### config.mk
export PLATFORM = sky130hd
export DESIGN_NAME = scba_front
export DESIGN_NICKNAME = d
export VERILOG_FILES = /design/src/hw/rtl/scba_pkg.sv /design/src/hw/rtl/scba_front.sv
export SDC_FILE = /design/constraint.sdc
export NUM_CORES = 1
export LEC_CHECK = 0
export BUFFER_PORTS_ARGS = -buffer_cell sky130_fd_sc_hd__buf_2
export CAP_MARGIN = 20
export CELL_PAD_IN_SITES_DETAIL_PLACEMENT = 1
export CELL_PAD_IN_SITES_GLOBAL_PLACEMENT = 2
export CORE_MARGIN = 3
export CORE_UTILIZATION = 30
export DETAILED_ROUTE_END_ITERATION = 10
export GPL_TIMING_DRIVEN = 0
export PLACE_DENSITY_LB_ADDON = 0.1
export SYNTH_ARGS = -nofsm -noshare
export SYNTH_HDL_FRONTEND = slang
export SYNTH_SLANG_ARGS = --single-unit
### constraint.sdc
create_clock -name vclk -period 9.89
set_input_delay 0 -clock vclk [all_inputs]
set_output_delay 0 -clock vclk [all_outputs]
set_load 0.05 [all_outputs]
### src/hw/rtl/scba_pkg.sv
// Shared types and codes for the size-class block allocator.
// No dependencies; used by every module of the block.
package scba_pkg;

  localparam logic [1:0] MODE_ALLOC = 2'd0;
  localparam logic [1:0] MODE_FREE  = 2'd1;
  localparam logic [1:0] MODE_RESET = 2'd2;

  localparam logic [2:0] ST_OK        = 3'd0;
  localparam logic [2:0] ST_TOO_LARGE = 3'd1;
  localparam logic [2:0] ST_OVERFLOW  = 3'd2;
  localparam logic [2:0] ST_OUTSIDE   = 3'd3;
  localparam logic [2:0] ST_BAD_HDR   = 3'd4;

  // configuration register indexes
  localparam logic CFG_BASE = 1'b0;
  localparam logic CFG_LEN  = 1'b1;

  localparam int unsigned LOG_W  = 6;   // log2 of block size, 4..32
  localparam int unsigned CLS_W  = 5;   // class number, up to 31 by width
  localparam int unsigned GRAN_W = 20;  // granule index for the largest arena

  localparam int unsigned ADDR_W = 48;
  localparam int unsigned LEN_CFG_W = 21;

  // Classified request handed from the front to the back.
  typedef struct packed {
    logic [1:0]        mode;
    logic              too_large;
    logic [LOG_W-1:0]  size_log;
    logic [CLS_W-1:0]  cls;
    logic              outside;
    logic              bad_hdr;
    logic [GRAN_W-1:0] gran;
  } item_t;

endpackage

### src/hw/rtl/scba_front.sv
// Front end: classifies one request (size class, free address checks).
// Depends on scba_pkg.
module scba_front #(
  parameter int unsigned ARENA_BYTES  = 1048576,
  parameter int unsigned HEADER_BYTES = 16,
  parameter int unsigned NUM_CLASSES  = 10,
  parameter int unsigned OFF_W        = $clog2(ARENA_BYTES) + 1
) (
  input  logic [1:0]               mode_i,
  input  logic [63:0]              request_bytes_i,
  input  logic [63:0]              free_address_i,
  input  logic [scba_pkg::ADDR_W-1:0] arena_base_i,
  input  logic [OFF_W-1:0]         arena_len_i,
  output scba_pkg::item_t          item_o
);

  localparam int unsigned HDR = (HEADER_BYTES + 15) / 16 * 16;
  localparam int unsigned G_W = $clog2(ARENA_BYTES / 16);

  logic [31:0] req_m1;
  logic [5:0]  msb;
  logic [5:0]  lg;
  logic [5:0]  cls_raw;
  logic [63:0] rel;
  logic [63:0] hoff;

  always_comb begin
    req_m1 = request_bytes_i[31:0] - 32'd1;
    msb = 6'd0;
    for (int i = 0; i < 32; i++) begin
      if (req_m1[i]) msb = 6'(i);
    end
    lg = (request_bytes_i[31:0] <= 32'd16) ? 6'd4 : msb + 6'd1;
    cls_raw = lg - 6'd3;
  end

  assign rel  = free_address_i - {16'd0, arena_base_i};
  assign hoff = rel - 64'(HDR);

  always_comb begin
    item_o.mode      = mode_i;
    item_o.too_large = (request_bytes_i[63:32] != 32'd0);
    item_o.size_log  = lg;
    item_o.cls       = (cls_raw <= 6'(NUM_CLASSES)) ? scba_pkg::CLS_W'(cls_raw) : '0;
    item_o.outside   = (free_address_i < {16'd0, arena_base_i}) ||
                       (rel >= 64'(arena_len_i));
    item_o.bad_hdr   = (rel < 64'(HDR)) || (rel[3:0] != 4'd0);
    item_o.gran      = scba_pkg::GRAN_W'(G_W'(hoff >> 4));
  end

endmodule

==> flow_summary.json, run 1 <==
{
  "crit_chain": "clkbuf_1 -> inv_1 -> ha_1 -> buf_2 -> nor4b_2 -> nand4_1 -> xor2_1 -> nand3_1 -> o311ai_1 -> o211ai_1 -> a21o_1 -> ha_1 -> nor2b_1 -> mux2i_2 -> nor2_1 -> or4_4 -> a211oi_1 -> buf_2",
  "setup_tns_ns": 0,
  "track_usage": 0.2124,
  "initial_utilization": 0.3060,
  "seqCellArea_um2": 0,
  "die_w_um": 158.2,
  "ant_nets": 0,
  "first_global_vias": 8521,
  "hold_viol_final": 0,
  "cp_top_family": "simple AND/OR/NAND/NOR gates",
  "status": "finished clean",
  "antenna_found_initial": 0,
  "drv_slew": 0,
  "endpoint_kind": "output pin",
  "avgRoutedWirePerCell_um": 18.43,
  "nets": 1552,
  "cts_resized": 0,
  "yosys.area.top_type": "ha_1",
  "crit_start": "request_bytes_i[0]",
  "seq_cells": 0,
  "drt_iter0_markers": 392,
  "insertedDiodeCount": 0,
  "grt_pass1_wl_um": 44070,
  "dp_hpwl_um": 24720,
  "crit_type": "in -> out",
  "stdcell_count": 1561,
  "p_leak_nw": 3.768,
  "crit_buf_inv": 4,
  "cp_slowest_cell": "nor4b_2",
  "die_h_um": 158.2,
  "route.detailed.drc": 0,
  "synth.yosys.seq_area_share": 0,
  "avgViaCountPerCell": 5.725,
  "power_density_nw_per_um2": 70.44,
  "cpPeakStageDelay_ns": 0.79,
  "wl_um": 28770,
  "hold_buffers": 0,
  "synth_cell_types": 97,
  "hold_class": "in -> out",
  "syn_inst": 1060,
  "synth_top_area_frac": 0.1333,
  "grt_max_degree": 11,
  "clkbuf_count": 0,
  "synthToLayoutAreaGrowth_pct": 20.62,
  "gp_congestion": 0.8834,
  "timing.final.crit_share": 0.4977,
  "avgSynthCellArea_um2": 6.555,
  "start_kind": "primary input",
  "worstPathRequired_ns": 9.89,
  "max-slew-margin-rel": 0.3340,
  "drtPass1Iterations": 5,
  "postCtsSetupRepairBufs": 0,
  "drive_above_1_share": 0.2132,
  "cp_max_fo": 10,
  "fmax_ghz": 0.2032,
  "die_area_um2": 25020,
  "worst_pin_slew_ns": 0.9835,
  "fin_crit_ns": 4.922,
  "setup-violations-final": 0,
  "num_vias": 8937,
  "port_buffers": 212,
  "cap_violations": 0,
  "ys_warn_count": 0,
  "row_count": 55,
  "critPathCapture": "item_o[24]",
  "path_depth": 18,
  "arrival_ns": 4.92,
  "vdd_drop_max_mv": 0.03026,
  "synth.area.top_cells": "ha_1, a21oi_1, inv_1, nor2_1, a21o_1",
  "rsz0062_at_grt": "false",
  "core_um2": 22710,
  "dp.cells": 1561,
  "pin_count": 235,
  "synth_area_um2": 6948,
  "grt_overflow": 0
}
[metal layers]
| layer | track usage | vias to the layer above | part of all wire |
|---|---|---|---|
| met5 | 0 | - | 0 |
| met4 | 0.01270 | 0 | 0.0040 |
| li1 | - | 4413 | - |
| met3 | 0.01285 | 10 | 0.051 |
| met1 | 0.3096 | 4261 | 0.49 |
| met2 | 0.3604 | 253 | 0.45 |
[worst min path at each step]
stage          slack [ns]  startpoint          to  cells past startpoint
2_1_floorplan        0.17   mode_i[0]  item_o[34]                      1
3_3_place_gp         0.30   mode_i[0]  item_o[34]                      2
3_5_place_dp         0.30   mode_i[0]  item_o[34]                      2
4_1_cts              0.30   mode_i[0]  item_o[34]                      2
5_1_grt              0.31   mode_i[0]  item_o[34]                      2
6_report             0.30   mode_i[0]  item_o[34]                      2
[layout make-up]
| class | count | area (µm²) |
|---|---|---|
| Inverter | 98 | 367.9 |
| Tap cell | 285 | 356.6 |
| Buffer | 69 | 309.0 |
| Multi-Input combinational cell | 897 | 6286 |
| Timing Repair Buffer | 212 | 1061 |
| Fill cell | 3055 | 14330 |
[per-stage QoR]
step	cell area [µm²]	hold WS (ns)	total power, W	util	setup WS (ns)
floorplan	6963	0.1671	0.0004162	-	4.625
global placement	8381	0.3029	0.0005819	0.3690	4.947
detailed placement	8381	0.3036	0.0005874	0.3690	4.920
CTS	8381	0.3040	0.0005900	0.3690	4.915
global route	8381	0.3084	0.0006518	0.3690	4.574
finish	8381	0.3033	0.0005904	0.3690	4.968
[synthesized netlist by cell type (all sizes together), types with 20 or more instances]
library cell	count
a21o	39
a21oi	77
buf	20
clkbuf	49
ha	74
inv	98
nand2	76
nand3	30
nand4	35
nor2	81
nor3	37
nor4	44
o21ai	46
xnor2	32
xor2	21
[logic make-up after synthesis]
logic type | share of synthesized area
and+or+nand+nor | 0.3346
AOI/OAI and AO/OA | 0.3344
buffers and inverters | 0.09742
adders and majority gates | 0.1361
xor gates and xnor gates | 0.06681
muxes | 0.03007
other | 0.0005397
[power breakdown]
group | total (W) | switching, W | internal (W)
registers | 0 | 0 | 0
clock network | 0 | 0 | 0
logic | 0.000590 | 0.000388 | 0.000203
total | 0.000590 | 0.000388 | 0.000203
[cells in the final DEF, fill, tap and decap left out, types with 9 or more instances in the layout]
master	netlist	layout
a211o_1	10	10
a211oi_1	10	10
a21o_1	39	39
a21oi_1	77	77
a31oi_1	13	13
and2_1	9	9
buf_2	9	221
clkbuf_1	48	48
ha_1	74	74
inv_1	98	98
mux2i_1	15	15
nand2_1	75	75
nand2b_1	15	15
nand3_1	30	30
nand3b_1	12	12
nand4_1	35	35
nor2_1	81	81
nor2b_1	14	14
nor3_1	34	34
nor4_1	39	39
o211ai_1	12	12
o21a_1	11	11
o21ai_0	44	44
o21bai_1	16	16
o31ai_1	15	15
or3_1	10	10
xnor2_1	32	32
xor2_1	21	21
Power figures use the tool's default switching activity.
==> run 2, diff against run 1 <==
--- a/config.mk
+++ b/config.mk
@@ -10,7 +10,7 @@
 export CELL_PAD_IN_SITES_DETAIL_PLACEMENT = 1
 export CELL_PAD_IN_SITES_GLOBAL_PLACEMENT = 2
 export CORE_MARGIN = 3
-export CORE_UTILIZATION = 30
+export CORE_UTILIZATION = 28
 export DETAILED_ROUTE_END_ITERATION = 10
 export GPL_TIMING_DRIVEN = 0
 export PLACE_DENSITY_LB_ADDON = 0.1
==> constraint.sdc (replaced) <==
create_clock -name vclk -period 4.75
set_input_delay 0 -clock vclk [all_inputs]
set_output_delay 0 -clock vclk [all_outputs]
set_load 0.05 [all_outputs]
==> run 2 against run 1 <==
Flip-flop and latch count did not move. Routed wire length increased by 0.41%. Worst hold slack about the same. Cell area rose by 1.9%. Via count shrank 1.3%. Non-clock buffer count grew 1. Critical path depth increased by 4. Die area is 6.9% higher.
==> flow_summary.json, run 2 (same netlist as run 1, synthesis figures left out) <==
{
  "status": "finished clean",
  "nets": 1553,
  "seqCellArea_um2": 0,
  "drt_iter0_markers": 437,
  "setup-violations-final": 0,
  "dp.cells": 1600,
  "critPathCapture": "item_o[24]",
  "dp_slack_ns": -0.3885,
  "fill_cells": 3230,
  "ant_nets": 0,
  "stdcell_count": 1601,
  "avgViaCountPerCell": 5.507,
  "fin_ws_ns": 0.2867,
  "gp_congestion": 0.8805,
  "drive_above_1_share": 0.2247,
  "grt_overflow": 0,
  "arrival_ns": 4.46,
  "crit_buf_inv": 7,
  "drtPass1Iterations": 5,
  "drv_slew": 0,
  "crit_start": "request_bytes_i[0]",
  "first_global_vias": 8564,
  "timing.final.crit_share": 0.9396,
  "p_leak_nw": 3.808,
  "pin_count": 235,
  "initial_utilization": 0.2857,
  "port_buffers": 212,
  "hold_buffers": 0,
  "synthToLayoutAreaGrowth_pct": 22.89,
  "grt_pass1_wl_um": 45430,
  "grt_max_degree": 11,
  "setup_tns_ns": 0,
  "start_kind": "primary input",
  "clkbuf_count": 0,
  "max-slew-margin-rel": 0.2941,
  "crit_type": "in -> out",
  "core_um2": 24320,
  "worst_pin_slew_ns": 1.042,
  "cpPeakStageDelay_ns": 0.46,
  "route.detailed.drc": 0,
  "wl_um": 28890,
  "insertedDiodeCount": 0,
  "fmax_ghz": 0.2240,
  "cp_max_fo": 10,
  "row_count": 57,
  "final_cell_area_um2": 8538,
  "path_depth": 22,
  "endpoint_kind": "output pin",
  "fin_crit_ns": 4.463,
  "dp_hpwl_um": 24860,
  "hold_viol_final": 0,
  "num_vias": 8817,
  "antenna_found_initial": 0,
  "dpl_cell_area_um2": 8458,
  "layout_commonest_cell": "buf_2",
  "vdd_drop_max_mv": 0.09664,
  "layout_common_cells": "buf_2, inv_1, nor2_1",
  "crit_chain": "clkbuf_2 -> inv_1 -> ha_1 -> clkbuf_4 -> or4b_1 -> buf_2 -> o311a_1 -> a311oi_1 -> a21oi_1 -> a211o_1 -> and3_4 -> o22ai_4 -> and2_1 -> ha_1 -> nand2b_1 -> inv_1 -> ha_1 -> inv_1 -> nand2_1 -> or4_4 -> a211oi_2 -> buf_2",
  "die_w_um": 163.5,
  "die_area_um2": 26740,
  "seq_cells": 0,
  "cap_violations": 0,
  "cp_slowest_cell": "or4_4",
  "hold_class": "in -> out",
  "power_density_nw_per_um2": 146.2,
  "worstPathRequired_ns": 4.75,
  "avgRoutedWirePerCell_um": 18.04,
  "cp_top_family": "simple AND/OR/NAND/NOR gates",
  "total_power_w": 0.001249,
  "track_usage": 0.2036,
  "die_h_um": 163.5
}
run 2: cell types whose count changed in the layout (fill, tap and decap cells not counted), moves of 4 or more:
cell,delta
buf_2,-4
clkbuf_1,-4
a211oi_2,+4
clkbuf_2,+5
a211oi_1,-4
run 2: power breakdown:
group	leakage [nW]	switching, W	total (W)	internal [W]
clock network	0	0	0	0
registers	0	0	0	0
logic	3.81	0.000816	0.00125	0.000433
total	3.81	0.000816	0.00125	0.000433
run 2: final cells by class:
type / count / area (µm²) / share of cell area
Multi-Input combinational cell: 897 / 6367 / 0.7458
Timing Repair Buffer: 213 / 1080 / 0.1265
Tap cell: 324 / 405.4 / 0.04748
Inverter: 98 / 367.9 / 0.04308
Buffer: 69 / 317.8 / 0.03722
run 2: what timing repair did:
item,4_1_cts,5_1_grt
endpoints found under the setup margin,4,6
pin swaps,0,0
resized for setup,2,22
buffers inserted,0,1
run 2: worst min path at each step:
stage / startpoint / end / slack, ns / depth (start not counted)
CTS: mode_i[1] / item_o[35] / 0.30 / 2
global route: mode_i[1] / item_o[35] / 0.31 / 2
finish: mode_i[0] / item_o[34] / 0.30 / 2
floorplan: mode_i[0] / item_o[34] / 0.17 / 1
global placement: mode_i[0] / item_o[34] / 0.30 / 2
detailed placement: mode_i[1] / item_o[35] / 0.30 / 2
run 2: per-stage QoR:
step                utilization  hold slack, ns
finish                   0.3511          0.3030
detailed placement       0.3478          0.3039
global placement         0.3478          0.3024
global route             0.3511          0.3077
floorplan                     -          0.1671
CTS                      0.3484          0.3037
run 2: metal layers:
metal	track usage	up-vias	part of all wire
met4	0.005767	0	0.0034
met5	0	-	0
met1	0.2978	4188	0.49
met2	0.3460	226	0.46
li1	-	4399	-
met3	0.01344	4	0.052
==> run 3, diff against run 2 <==
==> constraint.sdc (replaced) <==
create_clock -name vclk -period 4.4
set_input_delay 0 -clock vclk [all_inputs]
set_output_delay 0 -clock vclk [all_outputs]
set_load 0.05 [all_outputs]
==> run 3 against run 2 <==
Core utilization increased by 1.0 points. Global-route usage increased by 0.24 points. Routed wire length increased by 1.2%. Cell count increased by 0.19%. Cell area increased by 3.0%. Die area unchanged. Non-clock buffer count increased by 3. Setup slack got worse by 0.11 ns.
==> flow_summary.json, run 3 (same netlist as run 1, synthesis figures left out) <==
{
  "avgRoutedWirePerCell_um": 18.23,
  "cpPeakStageDelay_ns": 0.45,
  "drtPass1Iterations": 5,
  "fmax_ghz": 0.2367,
  "timing.final.crit_share": 0.9603,
  "nets": 1556,
  "wl_um": 29240,
  "initial_utilization": 0.2857,
  "first_global_vias": 8685,
  "layout_commonest_cell": "buf_2",
  "dp_hpwl_um": 25000,
  "ant_nets": 0,
  "seqCellArea_um2": 0,
  "crit_type": "in -> out",
  "insertedDiodeCount": 0,
  "endpoint_kind": "output pin",
  "dpl_cell_area_um2": 8574,
  "crit_chain": "buf_2 -> inv_1 -> ha_1 -> inv_1 -> fa_1 -> a21o_1 -> a21oi_1 -> o21ai_0 -> a31o_2 -> a41o_1 -> a31o_2 -> a21oi_2 -> o21ai_0 -> mux2i_1 -> or4_1 -> o31ai_1 -> buf_2",
  "antenna_found_initial": 1,
  "max-slew-margin-rel": 0.3354,
  "arrival_ns": 4.23,
  "die_h_um": 163.5,
  "cp_slowest_cell": "o31ai_1",
  "status": "finished clean",
  "power_density_nw_per_um2": 160.4,
  "pin_count": 235,
  "path_depth": 17,
  "core_um2": 24320,
  "worst_pin_slew_ns": 0.9814,
  "critPathCapture": "item_o[20]",
  "dp_slack_ns": -0.6468,
  "clockPowerShare": 0,
  "switching_share": 0.6449,
  "setup_tns_ns": 0,
  "drv_slew": 0,
  "layout_common_cells": "buf_2, inv_1, nor2_1",
  "fin_ws_ns": 0.1748,
  "vdd_drop_max_mv": 0.09246,
  "synthToLayoutAreaGrowth_pct": 26.54,
  "drt_iter0_markers": 375,
  "route.detailed.drc": 0,
  "grt_overflow": 0,
  "die_area_um2": 26740,
  "die_w_um": 163.5,
  "fin_crit_ns": 4.225,
  "gp_congestion": 0.9006,
  "stdcell_count": 1604,
  "seq_cells": 0,
  "cp_max_fo": 6,
  "final_cell_area_um2": 8792,
  "start_kind": "primary input",
  "port_buffers": 212,
  "p_int_w": 0.0005006,
  "setup-violations-final": 0,
  "avgViaCountPerCell": 5.498,
  "rsz0062_at_grt": "false",
  "grt_max_degree": 11,
  "dp.cells": 1600,
  "crit_start": "free_address_i[0]",
  "cp_top_family": "compound AO/OA/AOI/OAI gates",
  "drive_above_1_share": 0.2438,
  "hold_viol_final": 0,
  "power.switching_w": 0.0009092,
  "num_vias": 8819,
  "grt_pass1_wl_um": 45970,
  "worstPathRequired_ns": 4.40,
  "pwr-share-seq": 0,
  "crit_buf_inv": 4,
  "share_comb_of_total_power": 1.000,
  "hold_class": "in -> out",
  "track_usage": 0.2060,
  "clkbuf_count": 0,
  "p_leak_nw": 3.880,
  "row_count": 57,
  "cap_violations": 0
}
run 3: cell types whose count changed in the layout (fill, tap and decap cells not counted), moves of 3 or more:
cell,change
nor2_1,-3
ha_1,-3
o31ai_2,+3
buf_6,+5
a211oi_4,+4
a211oi_2,-4
nor2_2,+3
clkbuf_2,-3
o31ai_1,-3
run 3: worst min-delay path by stage:
stage          startpoint          to  cells after the start
4_1_cts         mode_i[0]  item_o[34]                      2
2_1_floorplan   mode_i[0]  item_o[34]                      1
5_1_grt         mode_i[1]  item_o[35]                      2
6_report        mode_i[0]  item_o[34]                      2
3_3_place_gp    mode_i[0]  item_o[34]                      2
3_5_place_dp    mode_i[0]  item_o[34]                      2
run 3: power groups by stage:
stage	Clock [W]	Sequential (W)	Combinational [W]
final	0	0	0.00141
after global routing	0	0	0.00155
after CTS	0	0	0.00139
after detailed placement	0	0	0.00136
after global placement	0	0	0.00135
after floorplan	0	0	0.000970
run 3: metal layers:
| metal | track usage | wire length [µm] |
|---|---|---|
| met1 | 0.3011 | 14270 |
| met2 | 0.3469 | 13180 |
| met3 | 0.01547 | 1662 |
| met4 | 0.009612 | 106 |
| met5 | 0 | 11 |
run 3: cell type report:
class              count  area (µm²)
plain buffers         69       347.8
well taps            324       405.4
inverters             98       374.1
multi-input cells    897        6536
repair buffers       216        1129
fillers             3195       15530
run 3: through the flow:
stage | utilization | hold WS [ns] | total power, W
floorplan | - | 0.1671 | 0.0009704
global placement | 0.3526 | 0.3022 | 0.001351
detailed placement | 0.3526 | 0.3029 | 0.001361
CTS | 0.3568 | 0.3029 | 0.001393
global route | 0.3615 | 0.3108 | 0.001553
finish | 0.3615 | 0.3021 | 0.001410
run 3: what timing repair did:
item,4_1_cts,5_1_grt
setup endpoints to repair,5,6
cloned,0,0
pin swaps,2,3
resized for setup,15,25
hold buffers,0,0
buffers inserted,3,1
