===== src/hw/rtl/scba_pkg.sv =====
// Shared types and codes for the size-class block allocator.
// No dependencies; used by every module of the block.
package scba_pkg;

  localparam logic [1:0] MODE_ALLOC = 2'd0;
  localparam logic [1:0] MODE_FREE  = 2'd1;
  localparam logic [1:0] MODE_RESET = 2'd2;

  localparam logic [2:0] ST_OK        = 3'd0;
  localparam logic [2:0] ST_TOO_LARGE = 3'd1;
  localparam logic [2:0] ST_OVERFLOW  = 3'd2;
  localparam logic [2:0] ST_OUTSIDE   = 3'd3;
  localparam logic [2:0] ST_BAD_HDR   = 3'd4;

  // configuration register indexes
  localparam logic CFG_BASE = 1'b0;
  localparam logic CFG_LEN  = 1'b1;

  localparam int unsigned LOG_W  = 6;   // log2 of block size, 4..32
  localparam int unsigned CLS_W  = 5;   // class number, up to 31 by width
  localparam int unsigned GRAN_W = 20;  // granule index for the largest arena

  localparam int unsigned ADDR_W = 48;
  localparam int unsigned LEN_CFG_W = 21;

  // Classified request handed from the front to the back.
  typedef struct packed {
    logic [1:0]        mode;
    logic              too_large;
    logic [LOG_W-1:0]  size_log;
    logic [CLS_W-1:0]  cls;
    logic              outside;
    logic              bad_hdr;
    logic [GRAN_W-1:0] gran;
  } item_t;

endpackage


===== src/hw/rtl/scba_queue.sv =====
// Two-entry queue of classified requests between front and back.
// Depends on scba_pkg.
module scba_queue (
  input  logic            clk_i,
  input  logic            rst_ni,
  input  logic            push_i,
  input  scba_pkg::item_t item_i,
  input  logic            pop_i,
  output scba_pkg::item_t item_o,
  output logic            valid_o,
  output logic            full_o
);

  scba_pkg::item_t slot_q [2];
  logic            wr_q, rd_q;
  logic [1:0]      cnt_q;

  assign item_o  = slot_q[rd_q];
  assign valid_o = (cnt_q != 2'd0);
  assign full_o  = (cnt_q == 2'd2);

  always_ff @(posedge clk_i) begin
    if (push_i) slot_q[wr_q] <= item_i;
  end

  always_ff @(posedge clk_i or negedge rst_ni) begin
    if (!rst_ni) begin
      wr_q  <= 1'b0;
      rd_q  <= 1'b0;
      cnt_q <= 2'd0;
    end else begin
      if (push_i) wr_q <= ~wr_q;
      if (pop_i) rd_q <= ~rd_q;
      cnt_q <= cnt_q + {1'b0, push_i} - {1'b0, pop_i};
    end
  end

endmodule


===== config.mk =====
export PLATFORM = sky130hd
export DESIGN_NAME = scba_queue
export DESIGN_NICKNAME = d
export VERILOG_FILES = /design/src/hw/rtl/scba_pkg.sv /design/src/hw/rtl/scba_queue.sv
export SDC_FILE = /design/constraint.sdc
export NUM_CORES = 1
export LEC_CHECK = 0
export ABC_AREA = 1
export ABC_CLOCK_PERIOD_IN_PS = 2700
export BUFFER_PORTS_ARGS = -buffer_cell sky130_fd_sc_hd__buf_2
export CORE_ASPECT_RATIO = 1.75
export CORE_MARGIN = 3
export CORE_UTILIZATION = 52
export DETAILED_ROUTE_END_ITERATION = 10
export MAX_ROUTING_LAYER = met4
export PLACE_DENSITY_LB_ADDON = 0.05
export SLEW_MARGIN = 20
export SYNTH_ARGS = -nofsm -noshare
export SYNTH_HDL_FRONTEND = slang
export SYNTH_SLANG_ARGS = --single-unit

===== constraint.sdc =====
create_clock -name clk_i -period 2.7 [get_ports clk_i]
set_input_delay 0.54 -clock clk_i [delete_from_list [all_inputs] [get_ports clk_i]]
set_output_delay 0.54 -clock clk_i [all_outputs]
set_load 0.02 [all_outputs]

==> summary.md, run 1 <==
| Metric | Value |
|---|---|
| FF/Latch Area | 0.00226 sq mm |
| Worst path cell trace | buf_12 -> nand2_1 -> o21ai_2 -> buf_2 |
| Syn Nets | 255 |
| Crit path kind | flop to output port |
| Syn_area_per_cell | 14.2 sq um |
| WP buf/inv | 2 |
| Final period util | 0.735 |
| Most common cell after layout, fill and taps aside | buf_2 |
| First-pass GRT wire length | 7.65 mm |
| Post-synthesis xor/xnor area fraction | 0.00579 |
| Setup TNS | 0 ns |
| Yosys top cell area share | 0.715 |
| ANT cells | 0 |
| Number of global-route vias before repair | 1,724 |
| Most area-consuming cells after synthesis | edfxtp_1 72%, o21ai_2 8.7%, inv_1 5.3% |
| Post-synthesis mux area share | 0 |
| Total wire length | 4.63 mm |
| Die height | 107 um |
| Core area | 0.00559 sq mm |
| WP data arrival | 1.45 ns |
| Final setup margin | 0.715 ns |
| DP Wirelength | 3.08 mm |
| Top Ports | 78 |
| Number of routed nets with antenna violations | 0 |
| DR DRC count | 0 |
| Crit start category | flop |
| Reg-to-reg endpoint | slot_q[1][9] |
| Post-synthesis register bit count | 76 |
| GRT overflow | 0 |
| Worst Path Required | 2.16 ns |
| Post-Syn Area | 0.00302 sq mm |
| Synth warn | 0 |
| Hold Path Stages | 1 |
| Num CTS Buffers | 9 |
| Min-delay worst type | primary input to flop |
| Pleak | 1.58 nW |
| Worst-path fanout max | 73 |
| Synth unique cells | 12 |
| Top delay family on crit path | buffers and inverters |
| Max-cap viol count | 0 |
| Final setup violation count | 0 |
| Drt initial violations | 72 |
| Crit. End Element | output port |
| Largest family of logic cells by synthesized area | compound AO/OA/AOI/OAI gates |
| Setup WS pre-CTS | 0.995 ns |
| H-Tree Depth | 3 |
| Final net count | 339 |
| Register area share after synthesis | 0.748 |
| Clk slew on worst S/H paths | 0.07 ns |
| Placed cells | 361 |
| Hold_sp | item_i[4] |
| Worst path max stage delay | 0.37 ns |
| Dominant cell type by area after synthesis | edfxtp_1 |
| Die area | 0.00680 sq mm |
| Fillers | 468 |
| Area added between synthesis and finish | 20.1% |
| Share of layout cells above drive strength 1 | 0.404 |
| Max clock buf depth | 2 |
| Worst-Margin Slew | 0.524 ns |
| GPL Wtd Cong | 0.767 |
| Multi-input logic area | 517 sq um |
| Adder-cell share of the synthesized area | 0.00828 |
| GRT Util Overall | 0.157 |
| R2R Setup Slk | 1.25 ns |
| Final Skew | 0.00430 ns |
| Largest net degree at the start of global routing | 74 |
| Final min period | 1.99 ns |
| Slew HR | 0.650 |
| Slew Viols, Final | 0 |
| RSZ-0062 raised after global routing | false |
| Worst hold endpoint | slot_q[0][4] |
| First-pass detailed-route iteration total | 4 |
| Post-synthesis simple-gate area fraction | 0.0575 |
| Status | finished, final reports clean |
| Final Hold Viols | 0 |
| CTS tree | yes |
| Initial Utilization | 0.541 |
| Fmax | 504 MHz |
| Width of the die | 63.6 um |
| I/O Buffers | 77 |
| Cell Pwr Density | 1050 mW/mm^2 |
| DR vias/cell | 4.58 |
| Drt wl/cell | 12.3 um |
| Clk Latency, worst-skew pair | 0.33 ns |
| FF-to-FF Start | wr_q |
| Site Rows | 36 |
| Worst VDD drop | 696 uV |
| Worst path slowest cell | dfrtp_2 |
| Synth Instances | 213 |
| Synth Area in Compound Gates | 0.0969 |
| DR vias | 1,730 |
| Most frequent cells in the layout | 77 x buf_2, 72 x edfxtp_1, 43 x inv_1, 43 x nand2_1, 30 x o21ai_2 |
| Initial antenna violation count | 0 |
| Non-filler instance count after layout | 378 |
| Root Driver | clkbuf_8 |
| Reg2Reg Depth | 3 |
| Clock sink count | 76 |
[timing repair]
action                    in CTS  in global routing
hold buffers                   1                  0
hold endpoints to repair       4                  0
resized for setup              0                  0
setup buffers                  0                  0
[worst register-to-register path: cells and delay by family, from the launching register on]
| family | cells | cell delay [ns] |
|---|---|---|
| flops | 1 | 0.43 |
| buf+inv | 2 | 0.66 |
| simple gates | 1 | 0.07 |
[where the power goes]
part           internal (W)  switching, W
Combinational      0.000478       0.00101
Clock              0.000324      0.000349
Sequential          0.00157     0.0000671
Total               0.00237       0.00143
[cells by family after synthesis]
kind of cell,after synthesis
flip-flops,76
buffers and inverters,51
AND/OR/NAND/NOR,46
AO/OA/AOI/OAI,36
XOR/XNOR,2
adder cells (fa/ha/maj),2
[routing by layer]
metal / vias up / global-route usage / wire length [um]
li1: 883 / - / -
met1: 782 / 0.168 / 1700
met2: 54 / 0.259 / 2530
met3: 11 / 0.0398 / 275
met4: 0 / 0.0974 / 126
met5: - / - / 0
[synthesized netlist by cell type, drive strengths merged]
| master | n |
|---|---|
| buf | 8 |
| nand3 | 1 |
| inv | 43 |
| nand2 | 43 |
| xor2 | 2 |
| dfrtp | 4 |
| o21ai | 36 |
| ha | 2 |
| edfxtp | 72 |
| nor2 | 2 |
[how the worst max path moves through the flow]
stage	startpoint	end	slack, ns	cells past startpoint
finish	rd_q	item_o[1]	0.71	4
floorplan	push_i	slot_q[0][0]	0.17	2
detailed placement	push_i	slot_q[1][15]	1.0	4
global route	rd_q	item_o[35]	0.61	4
CTS	rd_q	item_o[1]	0.69	4
global placement	push_i	slot_q[1][5]	1.02	4
[through the flow]
stage	cell area, sq um	util	power (W)	hold WS, ns
5_1_grt	3630	0.650	0.00404	0.372
3_5_place_dp	3470	0.621	0.00318	0.352
6_report	3630	0.650	0.00380	0.394
3_3_place_gp	3470	0.621	0.00316	0.353
2_1_floorplan	3020	-	0.00280	0.244
4_1_cts	3630	0.650	0.00387	0.367
[registers in the layout (all words and copies together), names as in the netlist]
register	flops
slot_q	72
cnt_q	2
rd_q	1
wr_q	1
[cell type report]
cell class,instances,area share
inverter,43,0.0445
timing repair buffer,81,0.122
clock inverter,4,0.00448
tap,76,0.0262
sequential,76,0.623
multi-input combinational,86,0.142
clock buffer,12,0.0372
No activity file was read; power rests on OpenSTA's default activity.
==> run 2: changes to the inputs <==
--- a/config.mk
+++ b/config.mk
@@ -5,12 +5,12 @@
 export SDC_FILE = /design/constraint.sdc
 export NUM_CORES = 1
 export LEC_CHECK = 0
-export ABC_AREA = 1
-export ABC_CLOCK_PERIOD_IN_PS = 2700
+export ABC_AREA = 0
+export ABC_CLOCK_PERIOD_IN_PS = 1650
 export BUFFER_PORTS_ARGS = -buffer_cell sky130_fd_sc_hd__buf_2
 export CORE_ASPECT_RATIO = 1.75
 export CORE_MARGIN = 3
-export CORE_UTILIZATION = 52
+export CORE_UTILIZATION = 47
 export DETAILED_ROUTE_END_ITERATION = 10
 export MAX_ROUTING_LAYER = met4
 export PLACE_DENSITY_LB_ADDON = 0.05
==> constraint.sdc (replaced) <==
create_clock -name clk_i -period 1.65 [get_ports clk_i]
set_input_delay 0.33 -clock clk_i [delete_from_list [all_inputs] [get_ports clk_i]]
set_output_delay 0.33 -clock clk_i [all_outputs]
set_load 0.02 [all_outputs]
==> run 2 against run 1 <==
  * The run now ends with setup timing left
  * Clock power increased by 140%
  * Total power grew 83%
  * Worst hold slack got worse by 0.22 ns
  * Global-route usage down 0.42 points
  * Via count decreased by 17%
  * Die area increased by 7.3%
  * Register-to-register slack worse by 0.84 ns
  * Area after synthesis decreased by 2.5%
  * Final cell count shrank 20%
  * Sequential share of layout area fell by 2.8 points
  * Critical endpoint is now item_o[0]
==> summary.md, run 2 <==
| Metric | Value |
|---|---|
| Largest registers | slot_q x72, cnt_q x2 (unchanged) |
| Fillers | 414 (was 468) |
| Width of the die | 65.9 um (was 63.6 um) |
| GRT Util Overall | 0.153 (was 0.157) |
| Final Skew | 0.00566 ns (was 0.00430 ns) |
| Most common cell after layout, fill and taps aside | edfxtp_1 (was buf_2) |
| Crit start category | flop (unchanged) |
| Hold Path Stages | 1 (unchanged) |
| Worst path cell trace | buf_12 -> mux2_2 -> buf_2 (was buf_12 -> nand2_1 -> o21ai_2 -> buf_2) |
| First-pass GRT wire length | 7.87 mm (was 7.65 mm) |
| Worst-path fanout max | 13 (was 73) |
| Register area share after synthesis | 0.768 (was 0.748) |
| Top delay family on crit path | flip-flops (was buffers and inverters) |
| GRT overflow | 0 (unchanged) |
| WP buf/inv | 2 (unchanged) |
| DR vias | 1,444 (was 1,730) |
| Die area | 0.00729 sq mm (was 0.00680 sq mm) |
| Num CTS Buffers | 9 (unchanged) |
| Min-delay worst type | primary input to flop (unchanged) |
| Core area | 0.00597 sq mm (was 0.00559 sq mm) |
| Fmax | 554 MHz |
| Most frequent cells in the layout | 72 x edfxtp_1, 61 x buf_2, 29 x mux2_4 (was 77 x buf_2, 72 x edfxtp_1, 43 x inv_1, 43 x nand2_1, 30 x o21ai_2) |
| Routing usage on met2 | 0.246 (was 0.259) |
| Combinational Power Share | 0.377 (was 0.392) |
| Largest net degree at the start of global routing | 25 (was 74) |
| Post-synthesis register bit count | 76 (unchanged) |
| Total wire length | 4.87 mm (was 4.63 mm) |
| Number of global-route vias before repair | 1,640 (was 1,724) |
| R2R Setup Slk | 0.41 ns (was 1.25 ns) |
| Slew HR | 0.775 (was 0.650) |
| Worst path max stage delay | 0.46 ns (was 0.37 ns) |
| H-Tree Depth | 3 (unchanged) |
| NetSw | 0.00205 W (was 0.00143 W) |
| FF/Latch Area | 0.00226 sq mm (unchanged) |
| Max-cap viol count | 0 (unchanged) |
| Crit. End Element | output port (unchanged) |
| Most frequent cell after synthesis | edfxtp_1 (unchanged) |
| Initial Utilization | 0.493 (was 0.541) |
| Dominant cell type by area after synthesis | edfxtp_1 (unchanged) |
| Hold_sp | item_i[9] (was item_i[4]) |
| DR vias/cell | 4.78 (was 4.58) |
| Clock Power Share | 0.232 (was 0.177) |
| Final setup violation count | 36 (was 0) |
| Syn_area_per_cell | 23.2 sq um (was 14.2 sq um) |
| Root Driver | clkbuf_8 (unchanged) |
| Fin util | 0.636 (was 0.650) |
| Site Rows | 37 (was 36) |
| Met3 usage in global routing | 0.0426 (was 0.0398) |
| Multi-input logic area | 614 sq um (was 517 sq um) |
| Area added between synthesis and finish | 29.0% (was 20.1%) |
| Worst-Margin Slew | 0.338 ns (was 0.524 ns) |
| Number of routed nets with antenna violations | 0 (unchanged) |
| RSZ-0062 raised after global routing | true (was false) |
| Reg2Reg Depth | 2 (was 3) |
| Final min period | 1.81 ns |
| Final net count | 262 (was 339) |
| Clock sink count | 76 (unchanged) |
| Pleak | 1.56 nW (was 1.58 nW) |
| Setup WS pre-CTS | 0.172 ns (was 0.995 ns) |
| CTS tree | yes (unchanged) |
| Synth Instances | 127 (was 213) |
| I/O Buffers | 77 (unchanged) |
| Met1 Resource Use GR | 0.162 (was 0.168) |
| Failing checks | setup timing |
| Share of power burned in registers | 0.391 (was 0.431) |
| Post-synth EDFFs | 72 (unchanged) |
| Drt initial violations | 62 (was 72) |
| Largest Register | slot_q (unchanged) |
| Slew Viols, Final | 0 (unchanged) |
| GR peak layer | met2 (unchanged) |
| Switch share | 0.295 (was 0.376) |
| Clk Latency, worst-skew pair | 0.34 ns (was 0.33 ns) |
| Worst path slowest cell | dfrtp_2 (unchanged) |
| Clk slew on worst S/H paths | 0.07 ns (about the same) |
| FF-to-FF Start | wr_q (unchanged) |
| Crit path kind | flop to output port (unchanged) |
| Final Hold Viols | 0 (unchanged) |
| Share of layout cells above drive strength 1 | 0.616 (was 0.404) |
| Yosys top cell area share | 0.734 (was 0.715) |
| Max clock buf depth | 2 (unchanged) |
| Final period util | 1.09 |
| First-pass detailed-route iteration total | 4 (unchanged) |
| Commonest cells post-synth | 72 x edfxtp_1, 29 x mux2_4, 7 x mux2_2, 4 x dfrtp_1, 3 x buf_12 (was 72 x edfxtp_1, 43 x inv_1, 43 x nand2_1, 30 x o21ai_2, 8 x buf_6) |
| Worst Path Required | 1.32 ns (was 2.16 ns) |
| Most area-consuming cells after synthesis | edfxtp_1 73%, mux2_4 15%, dfrtp_1 3.4% (was edfxtp_1 72%, o21ai_2 8.7%, inv_1 5.3%) |
| Cell Pwr Density | 1830 mW/mm^2 (was 1050 mW/mm^2) |
| Synth unique cells | 13 (was 12) |
| GPL Wtd Cong | 0.642 (was 0.767) |
| Die height | 111 um (was 107 um) |
| Synth warn | 0 (unchanged) |
| Reg-to-reg endpoint | slot_q[1][34] (was slot_q[1][9]) |
| DR DRC count | 0 (unchanged) |
| Worst hold endpoint | slot_q[0][9] (was slot_q[0][4]) |
| Top Ports | 78 (unchanged) |
| WP data arrival | 1.48 ns (was 1.45 ns) |
| Status | finished with violations (was finished, final reports clean) |
| Post-synth top flop | edfxtp_1 (unchanged) |
| DP Wirelength | 3.32 mm (was 3.08 mm) |
| Post-Syn Area | 0.00295 sq mm (was 0.00302 sq mm) |
| Max FFs per register | 72 (unchanged) |
| Worst VDD drop | 989 uV (was 696 uV) |
| Syn Nets | 169 (was 255) |
| Fraction of registers with async set or reset after synthesis | 0.0526 (unchanged) |
| ANT cells | 0 (unchanged) |
| Int Pwr | 0.00491 W (was 0.00237 W) |
| Final setup margin | -0.156 ns (was 0.715 ns) |
| Drt wl/cell | 16.1 um (was 12.3 um) |
| Initial antenna violation count | 0 (unchanged) |
-- run 2: cell count changes in the layout (fill, tap and decap cells not counted), moves of 7 or more --
cell,before,now
mux2_2,0,7
nand2_1,43,0
mux2_4,0,29
buf_2,77,61
inv_1,43,2
o21ai_2,30,0
buf_6,0,16
-- run 2: power by group through the flow --
stage / Combinational [W] / Clock, W / Sequential [W]
after global placement: 0.00229 / 0 / 0.00272
after global routing: 0.00278 / 0.00175 / 0.00276
after floorplan: 0.00184 / 0 / 0.00270
final: 0.00262 / 0.00161 / 0.00272
after detailed placement: 0.00233 / 0 / 0.00275
after CTS: 0.00257 / 0.00166 / 0.00272
-- run 2: how the worst max path moves through the flow --
stage / to / from / slack (ns) / cells past startpoint
global route: item_o[0] / rd_q / -0.23 / 3
finish: item_o[0] / rd_q / -0.16 / 3
global placement: item_o[3] / rd_q / 0.21 / 3
detailed placement: item_o[0] / rd_q / 0.17 / 3
CTS: item_o[0] / rd_q / -0.20 / 3
floorplan: slot_q[0][0] / wr_q / 0.27 / 1
-- run 2: layer usage --
metal,wire length [um],vias to the layer above
li1,-,679
met1,1770,701
met2,2700,52
met3,270,12
met4,136,0
met5,0,-
-- run 2: stage by stage --
step | area, sq um | total power [W] | hold WS [ns] | std cells | TNS [ns]
2_1_floorplan | 2960 | 0.00453 | 0.0344 | 127 | 0
3_3_place_gp | 3430 | 0.00501 | 0.140 | 284 | 0
3_5_place_dp | 3430 | 0.00508 | 0.141 | 284 | 0
4_1_cts | 3750 | 0.00695 | 0.156 | 302 | -5.83
5_1_grt | 3800 | 0.00729 | 0.154 | 302 | -6.77
6_report | 3800 | 0.00696 | 0.177 | 302 | -4.48
-- run 2: cell type report --
class	count	share of cell area
Sequential cell	76	0.595
Clock inverter	4	0.0260
Multi-Input combinational cell	45	0.162
Timing Repair Buffer	86	0.155
Clock buffer	11	0.0346
Tap cell	78	0.0257
Inverter	2	0.00197
-- run 2: cells by family (layout without fill, tap and decap cells) --
kind of cell | Yosys count | after routing | synth area share
flip-flops | 76 | 76 | 0.768
multiplexers | 36 | 36 | 0.175
buffers and inverters | 6 | 103 | 0.0268
AND/OR/NAND/NOR | 4 | 4 | 0.00849
XOR/XNOR | 3 | 3 | 0.0140
adder cells (fa/ha/maj) | 2 | 2 | 0.00849
-- run 2: what timing repair did --
action / 4_1_cts / 5_1_grt
gates cloned: 1 / 0
buffers inserted: 1 / 0
resized for setup: 18 / 15
endpoints found under the hold margin: 4 / 0
endpoints found under the setup margin: 36 / 36
hold buffers: 1 / 0
==> run 3: changes to the inputs <==
--- a/config.mk
+++ b/config.mk
@@ -18,3 +18,4 @@
 export SYNTH_ARGS = -nofsm -noshare
 export SYNTH_HDL_FRONTEND = slang
 export SYNTH_SLANG_ARGS = --single-unit
+export TNS_END_PERCENT = 10
==> run 3 against run 2 <==
  * The run still ends with setup timing left
  * Setup slack improved by 0.042 ns
  * Final cell count unchanged
  * First-iteration DRC count decreased by 37%
  * Core utilization increased by 0.42 points
  * Register-to-register slack about the same
  * Critical endpoint is now item_o[34]
==> summary.md, run 3 (same netlist as run 2, synthesis figures left out) <==
| Metric | Value |
|---|---|
| Status | finished with violations (unchanged) |
| Failing checks | setup timing (unchanged) |
| First-pass detailed-route iteration total | 3 (was 4) |
| Clock Power Share | 0.216 (was 0.232) |
| Largest registers | slot_q x72, cnt_q x2 (unchanged) |
| Final setup violation count | 36 (unchanged) |
| Non-filler instance count after layout | 302 (unchanged) |
| GRT overflow | 0 (unchanged) |
| Drt initial violations | 39 (was 62) |
| Drt wl/cell | 16.0 um (was 16.1 um) |
| I/O Buffers | 77 (unchanged) |
| Root Driver | clkbuf_8 (unchanged) |
| Site Rows | 37 (unchanged) |
| Initial antenna violation count | 0 (unchanged) |
| Number of routed nets with antenna violations | 0 (unchanged) |
| WP data arrival | 1.43 ns (was 1.48 ns) |
| Width of the die | 65.9 um (unchanged) |
| Final period util | 1.07 (was 1.09) |
| RSZ-0062 raised after global routing | true (unchanged) |
| Fin area | 0.00383 sq mm (was 0.00380 sq mm) |
| Final Skew | 0.00611 ns (was 0.00566 ns) |
| Clk slew on worst S/H paths | 0.08 ns (was 0.07 ns) |
| Core area | 0.00597 sq mm (unchanged) |
| DR DRC count | 0 (unchanged) |
| Largest Register | slot_q (unchanged) |
| Share of power burned in registers | 0.392 (was 0.391) |
| First-pass GRT wire length | 7.67 mm (was 7.87 mm) |
| Total wire length | 4.84 mm (was 4.87 mm) |
| Top Ports | 78 (unchanged) |
| Clk Latency, worst-skew pair | 0.33 ns (was 0.34 ns) |
| Die area | 0.00729 sq mm (unchanged) |
| NetSw | 0.00207 W (was 0.00205 W) |
| Clock sink count | 76 (unchanged) |
| Cell Pwr Density | 1800 mW/mm^2 (was 1830 mW/mm^2) |
| Max FFs per register | 72 (unchanged) |
| H-Tree Depth | 3 (unchanged) |
| Slew HR | 0.817 (was 0.775) |
| Hold WS | 0.180 ns (was 0.177 ns) |
| Max-cap viol count | 0 (unchanged) |
| Most frequent cells in the layout | 72 x edfxtp_1, 56 x buf_2, 30 x mux2_4 (was 72 x edfxtp_1, 61 x buf_2, 29 x mux2_4) |
| Slew Viols, Final | 0 (unchanged) |
| Crit. End Element | output port (unchanged) |
| Final min period | 1.76 ns (was 1.81 ns) |
| Worst VDD drop | 1020 uV (was 989 uV) |
| Combinational Power Share | 0.391 (was 0.377) |
| Min-delay worst type | primary input to flop (unchanged) |
| Fmax | 567 MHz (was 554 MHz) |
| Placed cells | 284 (unchanged) |
| Final net count | 261 (was 262) |
| CTS tree | yes (unchanged) |
| Num CTS Buffers | 9 (unchanged) |
| Share of layout cells above drive strength 1 | 0.616 (unchanged) |
| Max clock buf depth | 2 (unchanged) |
| GRT Util Overall | 0.149 (was 0.153) |
| Area added between synthesis and finish | 29.9% (was 29.0%) |
| Final Hold Viols | 0 (unchanged) |
| GPL Wtd Cong | 0.652 (was 0.642) |
| Int Pwr | 0.00482 W (was 0.00491 W) |
| ANT cells | 0 (unchanged) |
| Pleak | 1.56 nW (about the same) |
| Crit start category | flop (unchanged) |
| Largest net degree at the start of global routing | 27 (was 25) |
| Fillers | 453 (was 414) |
| Final setup margin | -0.114 ns (was -0.156 ns) |
| DR vias/cell | 4.78 (about the same) |
| Worst Path Required | 1.32 ns (about the same) |
| Switch share | 0.301 (was 0.295) |
| DR vias | 1,445 (was 1,444) |
| Post-DP Area | 0.00345 sq mm (was 0.00343 sq mm) |
| Initial Utilization | 0.493 (unchanged) |
| Most common cell after layout, fill and taps aside | edfxtp_1 (unchanged) |
| Worst-Margin Slew | 0.273 ns (was 0.338 ns) |
| Crit path kind | flop to output port (unchanged) |
| Die height | 111 um (unchanged) |
| Number of global-route vias before repair | 1,626 (was 1,640) |
| Worst-path fanout max | 13 (unchanged) |
| Setup TNS | -3.52 ns (was -4.48 ns) |
## run 3: what timing repair did
| item | CTS | global route |
|---|---|---|
| endpoints found under the setup margin | 36 | 36 |
| gates cloned | 0 | 1 |
| endpoints found under the hold margin | 4 | 0 |
| setup buffers | 0 | 0 |
| resized for setup | 16 | 24 |
| hold buffers | 1 | 0 |
## run 3: power by group through the flow
stage	combinational, W	clock, W	sequential, W
detailed placement	0.00238	0	0.00274
floorplan	0.00183	0	0.00270
global placement	0.00234	0	0.00271
CTS	0.00251	0.00154	0.00270
finish	0.00270	0.00149	0.00271
global route	0.00288	0.00162	0.00275
## run 3: routing by layer
layer	wire, um	vias up	global-route usage
met2	2780	57	0.249
met1	1600	692	0.150
met4	166	0	0.0914
li1	-	682	-
met3	294	14	0.0396
met5	0	-	-
## run 3: worst paths after layout
path	slack, ns	start	endpoint	depth (start not counted)
setup / recovery	-0.11	rd_q	item_o[34]	3
hold / removal	0.18	item_i[20]	slot_q[1][20]	1
setup reg to reg	0.42	wr_q	slot_q[0][30]	2
hold reg to reg	0.54	wr_q	wr_q	1
max in group asynchronous	1.19	rst_ni	rd_q	2
min in group asynchronous	0.33	rst_ni	cnt_q[0]	2
## run 3: through the flow
| step | power, W | util | worst slack (ns) |
|---|---|---|---|
| finish | 0.00690 | 0.641 | -0.114 |
| global route | 0.00725 | 0.641 | -0.188 |
| CTS | 0.00675 | 0.624 | -0.174 |
| detailed placement | 0.00513 | 0.578 | 0.207 |
| global placement | 0.00505 | 0.578 | 0.230 |
| floorplan | 0.00453 | - | -0.0564 |
## run 3: cell type report
class,instances,area [sq um],share of cell area
clock buffer,11,131,0.0343
clock inverter,5,85.1,0.0222
inverter,2,7.51,0.00196
multi-input combinational,45,618,0.162
sequential,76,2260,0.592
tap,78,97.6,0.0255
timing repair buffer,85,623,0.163
## run 3: worst max-delay path, stage by stage (launching register included)
cell and delay (ns):
dfrtp_2 0.45, clkbuf_16 0.20, mux2_4 0.32, buf_6 0.13
